**config.mk**
```make
export PLATFORM = sky130hd
export DESIGN_NAME = ptwf_ctrl
export DESIGN_NICKNAME = d
export VERILOG_FILES = /design/src/rtl/ptwf_pkg.sv /design/src/rtl/ptwf_ctrl.sv
export SDC_FILE = /design/constraint.sdc
export NUM_CORES = 1
export LEC_CHECK = 0
export ABC_CLOCK_PERIOD_IN_PS = 1100
export BUFFER_PORTS_ARGS = -buffer_cell sky130_fd_sc_hd__buf_2
export CAP_MARGIN = 0
export CORE_AREA = 4 4 41 43
export DETAILED_ROUTE_END_ITERATION = 16
export DIE_AREA = 0 0 45 47
export PLACE_DENSITY = 0.33
export SLEW_MARGIN = 5
export SYNTH_ARGS = -nofsm -noshare
export SYNTH_HDL_FRONTEND = slang
export SYNTH_SLANG_ARGS = --single-unit
```
**constraint.sdc**
```tcl
create_clock -name clk -period 1.1 [get_ports clk]
set_input_delay 0.22 -clock clk [delete_from_list [all_inputs] [get_ports clk]]
set_output_delay 0.22 -clock clk [all_outputs]
set_load 0.02 [all_outputs]
```
**src/rtl/ptwf_pkg.sv**
```systemverilog
package ptwf_pkg;

  // Item operation codes
  localparam logic OP_WRITE  = 1'b0;
  localparam logic OP_LOOKUP = 1'b1;

  // Walk levels
  localparam logic [1:0] LVL_4K  = 2'd0;
  localparam logic [1:0] LVL_2M  = 2'd1;
  localparam logic [1:0] LVL_1G  = 2'd2;
  localparam logic [1:0] LVL_TOP = 2'd3;

  // Entry bit positions and table geometry
  localparam int PRESENT_BIT = 0;
  localparam int HUGE_BIT    = 7;
  localparam int IDX_W       = 9;
  localparam int TABLE_WORDS = 512;
  localparam int FLAGS_W     = 12;
  localparam int FRAME_W     = 40;

  // Commands from the controller to the datapath
  typedef struct packed {
    logic clr_en;    // write zero at the clear counter, advance it
    logic wr_en;     // store the item's word
    logic lk_start;  // capture the lookup and read the top-level entry
    logic step;      // descend one level and read the next entry
    logic finish;    // load the result register
  } ptwf_cmd_t;

  // Status from the datapath to the controller
  typedef struct packed {
    logic clr_last;  // clear counter at the last word
    logic stop;      // the entry just read ends the walk
  } ptwf_stat_t;

endpackage

```
**src/rtl/ptwf_ctrl.sv**
```systemverilog
module ptwf_ctrl (
  input  logic                clk,
  input  logic                rst_n,
  input  logic                start,
  input  logic                in_operation,
  input  ptwf_pkg::ptwf_stat_t stat,
  output ptwf_pkg::ptwf_cmd_t  cmd,
  output logic                busy
);

  localparam logic [1:0] S_CLEAR = 2'd0;
  localparam logic [1:0] S_IDLE  = 2'd1;
  localparam logic [1:0] S_WALK  = 2'd2;

  logic [1:0] state_r;
  logic [1:0] state_nxt;

  always_comb begin
    state_nxt = state_r;
    cmd       = '0;
    unique case (state_r)
      S_CLEAR: begin
        cmd.clr_en = 1'b1;
        if (stat.clr_last) begin
          state_nxt = S_IDLE;
        end
      end
      S_IDLE: begin
        if (start) begin
          if (in_operation == ptwf_pkg::OP_LOOKUP) begin
            cmd.lk_start = 1'b1;
            state_nxt    = S_WALK;
          end else begin
            cmd.wr_en = 1'b1;
          end
        end
      end
      S_WALK: begin
        if (stat.stop) begin
          cmd.finish = 1'b1;
          state_nxt  = S_IDLE;
        end else begin
          cmd.step = 1'b1;
        end
      end
      default: begin
        state_nxt = S_IDLE;
      end
    endcase
  end

  always_ff @(posedge clk) begin
    if (!rst_n) begin
      state_r <= S_CLEAR;
    end else begin
      state_r <= state_nxt;
    end
  end

  assign busy = (state_r != S_IDLE);

endmodule

```
==> results of run 1 <==
final cells by class:
class | count | area (µm²)
fill | 147 | 988
multi-input combinational | 9 | 111
timing repair buffer | 14 | 105
sequential | 2 | 47.5
clock buffer | 3 | 22.5
tap | 15 | 18.8
inverter | 2 | 7.51
layout by cell type (no fill, tap or decap):
master / instances
buf_2: 6
and4b_4: 1
nand2b_4: 1
clkbuf_4: 3
nor2_4: 1
nor3b_4: 1
dfxtp_4: 2
inv_1: 1
nor3b_2: 1
buf_4: 4
inv_2: 1
buf_6: 4
o21a_1: 1
a211oi_2: 1
mux2i_1: 1
and3_4: 1
timing repair:
action	in CTS	in global routing
gates cloned	0	0
resized for setup	12	6
setup buffers	1	2
endpoints found under the hold margin	0	0
pin swaps	1	1
setup endpoints to repair	5	6
worst register-to-register path, stage by stage, from the launching register on:
cell	delay [ns]
dfxtp_4	0.36
and4b_4	0.20
buf_4	0.14
o21a_1	0.16
worst paths after layout:
kind                                  from    endpoint  slack, ns  cells after the start
worst min-delay path                 rst_n  state_r[1]       0.23                      2
worst max register to register  state_r[0]  state_r[1]       0.13                      3
worst min register to register  state_r[0]  state_r[0]       0.52                      2
worst max-delay path            state_r[1]      cmd[2]      -0.14                      2
metrics by stage:
step	cells	total power [W]	worst slack [ns]
2_1_floorplan	13	0.000121	0.00552
3_3_place_gp	39	0.000145	0.0000393
3_5_place_dp	39	0.000146	-0.00797
4_1_cts	43	0.000323	-0.140
5_1_grt	45	0.000358	-0.198
6_report	45	0.000322	-0.138
power groups by stage:
stage	clock [W]	combinational, W	sequential (W)
final	0.000154	0.0000820	0.0000854
after global routing	0.000184	0.0000882	0.0000864
after CTS	0.000167	0.0000701	0.0000860
after detailed placement	0	0.0000613	0.0000850
after global placement	0	0.0000605	0.0000848
after floorplan	0	0.0000372	0.0000835
metal layers:
| metal | track usage | share of wire |
|---|---|---|
| met3 | 0.0421 | 0.13 |
| met2 | 0.0593 | 0.43 |
| met1 | 0.0523 | 0.44 |
| met4 | 0.0175 | 0 |
| met5 | 0 | 0 |
cells by family (layout without fill, tap and decap cells):
group           after synthesis  count (layout)  synth area share
simple gates                  6               6             0.392
compound gates                2               2             0.157
flops                         2               2             0.314
buf+inv                       2              19            0.0588
mux                           1               1            0.0784
==> summary.txt, run 1 <==
Run status
  – Result of the run: finished with violations
  – Violated checks: negative setup slack

Placed design
  – Area of placed instances: 215 µm²
  – Placer's final routability congestion estimate: 0.630
  – Count of port buffers added during placement: 11
  – Placed wire-length estimate after detailed placement: 312 µm

Setup path
  – Worst-path fanout max: 5
  – CP endpoint kind: output pin
  – Arr. time, crit path: 1.02 ns
  – Worst path required time: between 0.8 and 0.9 ns
  – Kind of start point of the critical path: register
  – Stage delay of the slowest cell on the critical path: 0.34 ns
  – Worst path slowest cell: dfxtp_4
  – Crit path kind: register to output pin
  – Cell family contributing the most delay on the critical path: flip-flops
  – Worst Path Buf+Inv: 1
  – Crit path cell chain: and4b_4 > buf_6

Route
  – Initial DRC Count: 4
  – Vias after detailed routing: 168
  – Remaining antenna violation count after routing: 0
  – Post-Route WL: around 430 µm
  – Vias per std cell: 3.73
  – Mean routed wirelength per cell: 9.53 µm
  – Number of remaining DRC errors: 0
  – Router iterations before antenna repair: 4

Logic synthesis
  – Sequential fraction of the synthesis area: 0.314
  – Netlist Area Pre-Place: 128 µm²
  – Share of Yosys cell area claimed by the top area cell type: 0.314
  – Number of different library cells in the post-synthesis netlist: 11
  – List of most frequent post-synthesis cells: 2 x dfxtp_1, 2 x inv_1
  – Post-synthesis register bit count: 2
  – Ys flop type: dfxtp_1
  – Instance count of the mapped netlist: 13
  – Top cell type by total area after synthesis: dfxtp_1
  – Number of warning messages in the yosys log: 0
  – Biggest area contributors in the synthesized netlist: dfxtp_1 31%, and4b_4 11%, a211oi_2 9.8%
  – Syn_area_per_cell: a little under 10 µm²
  – Count of flip-flops with a built-in enable after synthesis: 0
  – Mapped Nets: 19
  – Asr flop ratio synth: 0

Global route
  – Grt ovf: 0
  – Maximum number of pins on one net before global-route repair: 7
  – Vias in the first global route: 168
  – Overall track demand over capacity in global routing: 0.0458
  – Number of antenna violations at the first check in global routing: 0
  – First-pass GRT wire length: 662 µm

STA
  – Number of failing setup endpoints in the final timing report: 4
  – Maximum clock frequency: 0.807 GHz
  – Worst-Margin Slew: 0.160 ns
  – Final Hold Slack: 0.233 ns
  – Period utilization: 1.13
  – Worst-case setup margin in the final layout: -0.138 ns
  – Worst clock skew: about 0.0022 ns
  – Unrepaired setup endpoints after global routing: true
  – Clock period minus worst slack: 1.24 ns
  – Number of slew-limit violations in the final report: 0
  – Headroom to the max-slew limit: 0.891
  – Total count of hold-check failures in the final report: 0
  – Final-layout setup total negative slack: -0.416 ns

CTS
  – Clk pin slew, worst setup/hold paths: approximately 0.03 ns
  – Buffer levels on the longest clock path: 2
  – CTS Hold Bufs: 0
  – H-Tree Depth: 1
  – Clk Tree Root Cell: clkbuf_4
  – TritonCTS clock tree: done
  – CTS Buf Count: 3
  – Clock sink total: 2
  – Clock latency on the worst-skew pair: 0.22 ns

Final layout
  – Fraction of final layout cells sized beyond drive strength 1: 0.900
  – Max FFs per register: 2
  – Largest register by flop count: state_r
  – Largest registers: state_r x2
  – Synth-to-layout area growth: 145%
  – Utilization after layout: 0.240
  – Final instance area: 313 µm²
  – Antenna diode count: 0
  – # nets final: 38

Worst hold path
  – Type of the most critical hold path: input pin to register

Pwr
  – Internal power component: 0.000240 W
  – Peak ir drop on the vdd network: about 0.44 mV
  – Sequential share of power: 0.266
  – Clock network power share: 0.479
  – Net switching power: 0.0000816 W
  – Static Leak: ~0.14 nW
  – Share of power burned in combinational logic: 0.255
  – Power density of the placed cells: 1030 nW/µm²
  – Share of total power consumed by net switching: 0.254

Floorplanning
  – Die area: ~2100 µm²
  – Ports placed on the boundary: 12
  – Vert. Die Dim: 47 µm
  – Starting density of the core: 0.0981
  – Chip Width: 45 µm
  – Core region area: 1300 µm²
  – Placement Rows: 13

Run
  – Maximum capacitance violations: 0
(Power assumes the default switching activity.)
==> run 2: changes to the inputs <==
==> constraint.sdc (replaced) <==
create_clock -name clk -period 1.1 [get_ports clk]
set_input_delay 0 -clock clk [delete_from_list [all_inputs] [get_ports clk]]
set_output_delay 0 -clock clk [all_outputs]
set_load 0.02 [all_outputs]
==> summary.txt, run 2 (same netlist as run 1, synthesis figures left out) <==
Route
  – Router iterations before antenna repair: 3
  – Mean routed wirelength per cell: 9.65 µm
  – Remaining antenna violation count after routing: 0
  – Vias per std cell: 3.63
  – Initial DRC Count: 1
  – Vias after detailed routing: 156
  – Number of remaining DRC errors: 0
  – Post-Route WL: between 400 and 500 µm

Setup path
  – Kind of start point of the critical path: register
  – Cell family contributing the most delay on the critical path: simple AND/OR/NAND/NOR gates
  – Worst Path Buf+Inv: 1
  – Worst path slowest cell: and4b_4
  – Count of cells along the worst register-to-register path: 2
  – Worst path depth: 2
  – Reg2reg start: state_r[1]
  – Worst path required time: 1.10 ns
  – Crit path from: state_r[1]
  – Crit path kind: register to output pin
  – Worst R2R Setup Slack: ~0.24 ns
  – Arr. time, crit path: about 1.1 ns
  – Worst-path fanout max: 6
  – Stage delay of the slowest cell on the critical path: 0.35 ns
  – CP endpoint kind: output pin
  – Crit path cell chain: and4b_4 > buf_4

Final layout
  – Final instance area: roughly 250 µm²
  – # nets final: 36
  – Largest registers: state_r x2
  – Fraction of final layout cells sized beyond drive strength 1: 0.750
  – Antenna diode count: 0
  – Filler Cell Count: roughly 150
  – Most frequent cells in the layout: 9 x buf_2, 3 x clkbuf_4
  – Max FFs per register: 2
  – Synth-to-layout area growth: 99.0%
  – Largest register by flop count: state_r
  – Most common cell after layout, fill and taps aside: buf_2

Floorplanning
  – Ports placed on the boundary: 12
  – Die area: roughly 2100 µm²
  – Core region area: 1300 µm²
  – Placement Rows: 13
  – Starting density of the core: 0.0981
  – Vert. Die Dim: 47 µm
  – Chip Width: 45 µm

Pwr
  – Peak ir drop on the vdd network: 0.486 mV
  – Final Power: 0.000310 W
  – Power density of the placed cells: 1220 nW/µm²
  – Static Leak: 0.120 nW

STA
  – Final-layout setup total negative slack: 0 ns
  – Total count of hold-check failures in the final report: 0
  – Worst clock skew: a little over 0.004 ns
  – Worst-Margin Slew: roughly 0.17 ns
  – Number of failing setup endpoints in the final timing report: 0
  – Headroom to the max-slew limit: 0.884
  – Period utilization: 0.956
  – Clock period minus worst slack: ~1.1 ns
  – Number of slew-limit violations in the final report: 0
  – Maximum clock frequency: 0.951 GHz
  – Final Hold Slack: about 0.14 ns

CTS
  – Setup bufs post-CTS: 0
  – TritonCTS clock tree: done
  – H-Tree Depth: 1
  – Clock sink total: 2
  – CTS Buf Count: 3
  – Buffer levels on the longest clock path: 2
  – Clock latency on the worst-skew pair: 0.22 ns
  – Clk Tree Root Cell: clkbuf_4
  – Clk pin slew, worst setup/hold paths: 0.03 ns

Run status
  – Result of the run: completed

Global route
  – Overall track demand over capacity in global routing: 0.0489
  – Number of antenna violations at the first check in global routing: 0
  – Grt ovf: 0
  – Maximum number of pins on one net before global-route repair: 7
  – First-pass GRT wire length: between 600 and 700 µm
  – Vias in the first global route: 157

Worst hold path
  – Number of cells on the worst hold path: 3
  – Type of the most critical hold path: input pin to register
  – Startpoint of the tightest hold check path: stat[0]

Placed design
  – Placer's final routability congestion estimate: ~0.61
  – Area of placed instances: roughly 210 µm²
  – Count of port buffers added during placement: 11

Run
  – Maximum capacitance violations: 0
## run 2: path summary, 6_finish.rpt
kind                                   end
worst max-delay path                cmd[2]
worst min-delay path            state_r[1]
worst max register to register  state_r[1]
worst min register to register  state_r[0]
## run 2: layout make-up
class,instances,area [µm²],share of cell area
flip-flops and latches,2,42.5,0.167
well taps,15,18.8,0.0739
inverters,2,7.51,0.0296
clock buffers,3,22.5,0.0887
multi-input cells,9,92.6,0.365
repair buffers,12,70.1,0.276
## run 2: power by group
group	internal [W]	switching, W	total (W)
registers	0.0000785	0.00000826	0.0000867
clock network	0.000120	0.0000400	0.000160
logic	0.0000310	0.0000325	0.0000635
## run 2: metal layers
layer	up-vias	GRT usage	wire [µm]
li1	79	-	-
met1	65	0.0611	196
met2	12	0.0452	156
met3	0	0.0383	62
met4	0	0.0526	0
met5	-	0	0
## run 2: repair_timing
item | CTS | global route
gates cloned | 0 | 0
gates resized for setup | 2 | 3
endpoints found under the hold margin | 1 | 0
pin swaps | 0 | 1
hold buffers | 1 | 0
setup endpoints to repair | 2 | 4
## run 2: worst reg2reg max path, cell delays in order (launching register included)
cell and delay, ns:
dfxtp_2 0.36, and4b_4 0.23, o21a_1 0.16
## run 2: through the flow
| stage | cells | setup WS (ns) | util |
|---|---|---|---|
| after floorplan | 13 | 0.121 | - |
| after global placement | 39 | 0.206 | 0.159 |
| after detailed placement | 39 | 0.191 | 0.159 |
| after CTS | 43 | -0.00175 | 0.188 |
| after global routing | 43 | -0.00308 | 0.195 |
| final | 43 | 0.0483 | 0.195 |
==> run 3: changes to the inputs <==
--- a/config.mk
+++ b/config.mk
@@ -5,13 +5,16 @@
 export SDC_FILE = /design/constraint.sdc
 export NUM_CORES = 1
 export LEC_CHECK = 0
+export ABC_AREA = 1
 export ABC_CLOCK_PERIOD_IN_PS = 1100
-export BUFFER_PORTS_ARGS = -buffer_cell sky130_fd_sc_hd__buf_2
+export BUFFER_PORTS_ARGS = -buffer_cell sky130_fd_sc_hd__buf_4
 export CAP_MARGIN = 0
+export CELL_PAD_IN_SITES_DETAIL_PLACEMENT = 1
+export CELL_PAD_IN_SITES_GLOBAL_PLACEMENT = 2
 export CORE_AREA = 4 4 41 43
 export DETAILED_ROUTE_END_ITERATION = 16
 export DIE_AREA = 0 0 45 47
-export PLACE_DENSITY = 0.33
+export PLACE_DENSITY = 0.59
 export SLEW_MARGIN = 5
 export SYNTH_ARGS = -nofsm -noshare
 export SYNTH_HDL_FRONTEND = slang
==> summary.txt, run 3 <==
Run status
  – Result of the run: completed

Logic synthesis
  – Synth Area in XOR/XNOR: 0
  – Ys flop type: dfxtp_1
  – Number of warning messages in the yosys log: 0
  – Share of synthesized cell area in full adder, half adder and majority cells: 0
  – Syn_area_per_cell: 5.58 µm²
  – Number of different library cells in the post-synthesis netlist: 9
  – Asr flop ratio synth: 0
  – Share of synthesized cell area in and, or, nand and nor gates: 0.411
  – Sequential fraction of the synthesis area: 0.299
  – Top cell type by total area after synthesis: dfxtp_1
  – Largest family of logic cells by synthesized area: simple AND/OR/NAND/NOR gates
  – Share of Yosys cell area claimed by the top area cell type: 0.299
  – Instance count of the mapped netlist: 24
  – Share of synthesized area spent on multiplexers: 0
  – Mapped Nets: 30
  – Netlist Area Pre-Place: 134 µm²
  – Area fraction in compound gates after synthesis: 0.0654
  – Dominant cell by count in the synthesized netlist: inv_1
  – Count of flip-flops with a built-in enable after synthesis: 0
  – Biggest area contributors in the synthesized netlist: dfxtp_1 30%, inv_1 20%, nand2_1 17%
  – List of most frequent post-synthesis cells: 7 x inv_1, 6 x nand2_1, 4 x nor2_1
  – Post-synthesis register bit count: 2

Floorplanning
  – Ports placed on the boundary: 12
  – Vert. Die Dim: 47 µm
  – Starting density of the core: 0.103
  – Core region area: approximately 1300 µm²
  – Chip Width: approximately 45 µm
  – Die area: 2120 µm²
  – Placement Rows: 13

Global route
  – Overall track demand over capacity in global routing: 0.0607
  – Grt ovf: 0
  – Maximum number of pins on one net before global-route repair: 5
  – Vias in the first global route: approximately 190
  – First-pass GRT wire length: 779 µm
  – Number of antenna violations at the first check in global routing: 0

Final layout
  – Most frequent cells in the layout: 11 x buf_4, 7 x inv_1, 6 x nand2_1
  – # nets final: 46
  – Final instance area: 265 µm²
  – Antenna diode count: 0
  – Largest registers: state_r x2
  – Filler Cell Count: 177
  – Synth-to-layout area growth: 98.1%
  – Most common cell after layout, fill and taps aside: buf_4
  – Utilization after layout: 0.204
  – Largest register by flop count: state_r
  – Max FFs per register: 2
  – Fraction of final layout cells sized beyond drive strength 1: 0.526

Pwr
  – Share of power burned in combinational logic: 0.244
  – Power density of the placed cells: 1190 nW/µm²
  – Net switching power: 0.0000810 W
  – Clock network power share: 0.494
  – Static Leak: approximately 0.17 nW
  – Internal power component: between 0.0002 and 0.00025 W
  – Sequential share of power: 0.262
  – Share of total power consumed by net switching: 0.257
  – Final Power: approximately 0.00031 W
  – Peak ir drop on the vdd network: 0.196 mV

Route
  – Remaining antenna violation count after routing: 0
  – Post-Route WL: 436 µm
  – Mean routed wirelength per cell: 8.23 µm
  – Vias after detailed routing: 184
  – Vias per std cell: 3.47
  – Initial DRC Count: 0
  – Number of remaining DRC errors: 0
  – Router iterations before antenna repair: 1

STA
  – Number of slew-limit violations in the final report: 0
  – Headroom to the max-slew limit: 0.889
  – Unrepaired setup endpoints after global routing: true
  – Worst-Margin Slew: 0.165 ns
  – Clock period minus worst slack: 1.03 ns
  – Maximum clock frequency: ~0.97 GHz
  – Total count of hold-check failures in the final report: 0
  – Period utilization: 0.939
  – Worst clock skew: between 0.0005 and 0.0006 ns
  – Number of failing setup endpoints in the final timing report: 0

Setup path
  – Worst path slowest cell: dfxtp_2
  – Kind of start point of the critical path: register
  – Worst path required time: ~1.1 ns
  – Crit path kind: register to output pin
  – Crit path cell chain: inv_2 > nor2_4 > nand2_1 > nor2_1 > buf_4
  – Arr. time, crit path: around 1.0 ns
  – Cell family contributing the most delay on the critical path: flip-flops
  – Worst R2R Setup Slack: about 0.32 ns
  – CP endpoint kind: output pin
  – Worst-path fanout max: 3
  – Count of cells along the worst register-to-register path: 4
  – Endpoint of the lowest-slack register-to-register path: state_r[0]
  – Worst Path Buf+Inv: 2
  – Reg2reg start: state_r[0]
  – Stage delay of the slowest cell on the critical path: about 0.32 ns

Placed design
  – Placer's final routability congestion estimate: about 0.6
  – Area of placed instances: ~240 µm²
  – Placed wire-length estimate after detailed placement: 383 µm
  – Count of port buffers added during placement: 11

CTS
  – CTS Buf Count: 3
  – Clock latency on the worst-skew pair: 0.22 ns
  – Clk pin slew, worst setup/hold paths: 0.03 ns
  – Buffer levels on the longest clock path: 2
  – Clk Tree Root Cell: clkbuf_4
  – H-Tree Depth: 1
  – TritonCTS clock tree: done
  – Clock sink total: 2

Worst hold path
  – Startpoint of the tightest hold check path: rst_n
  – Number of cells on the worst hold path: 3
  – Destination of the worst hold path: state_r[0]
  – Type of the most critical hold path: input pin to register

Run
  – Maximum capacitance violations: 0
==> run 3: layout make-up <==
class                           count  area [µm²]  share of cell area
Tap cell                           15        18.8              0.0708
Timing Repair Buffer               11        82.6               0.311
Inverter                            8        30.0               0.113
Clock buffer                        3        22.5              0.0849
Multi-Input combinational cell     14        68.8               0.259
Sequential cell                     2        42.5               0.160
==> run 3: worst min-delay path: stages <==
cell     delay (ns)
buf_4          0.08
nand2_1        0.04
nor2_1         0.07
==> run 3: logic make-up after synthesis <==
group	count (synthesis)
DFF	2
buffers and inverters	8
AOI/OAI and AO/OA	1
and+or+nand+nor	13
==> run 3: repair_timing <==
item                                    CTS  global route
hold buffers                              0             0
endpoints found under the hold margin     0             0
endpoints found under the setup margin    0             2
buffers inserted                          0             0
gates resized for setup                   0             3
==> run 3: through the flow <==
step / hold slack (ns) / TNS [ns] / instances / worst slack (ns)
after floorplan: 0.0798 / 0 / 24 / 0.144
after CTS: 0.0136 / 0 / 53 / 0.00692
after global placement: 0.236 / 0 / 50 / 0.293
after detailed placement: 0.245 / 0 / 50 / 0.274
final: 0.0182 / 0 / 53 / 0.0676
after global routing: 0.00639 / -0.0366 / 53 / -0.0366
==> run 3: power groups by stage <==
stage / clock network [W] / logic (W) / registers, W
2_1_floorplan: 0 / 0.0000395 / 0.0000813
3_3_place_gp: 0 / 0.0000743 / 0.0000815
3_5_place_dp: 0 / 0.0000758 / 0.0000820
4_1_cts: 0.000164 / 0.0000762 / 0.0000811
5_1_grt: 0.000183 / 0.0000867 / 0.0000830
6_report: 0.000156 / 0.0000767 / 0.0000823
==> run 3: per-layer routing <==
layer,share of wire,GRT usage
met5,0,0
met4,0,0.0702
met3,0.14,0.0536
met2,0.56,0.0960
met1,0.30,0.0384
==> run 3: worst max path at each step <==
stage / start / to / slack (ns) / cells after the start
floorplan: state_r[1] / state_r[0] / 0.14 / 4
global placement: state_r[0] / state_r[0] / 0.29 / 5
detailed placement: state_r[0] / state_r[0] / 0.27 / 5
CTS: state_r[0] / cmd[3] / 0.007 / 5
global route: state_r[0] / cmd[3] / -0.04 / 5
finish: state_r[0] / cmd[3] / 0.07 / 5
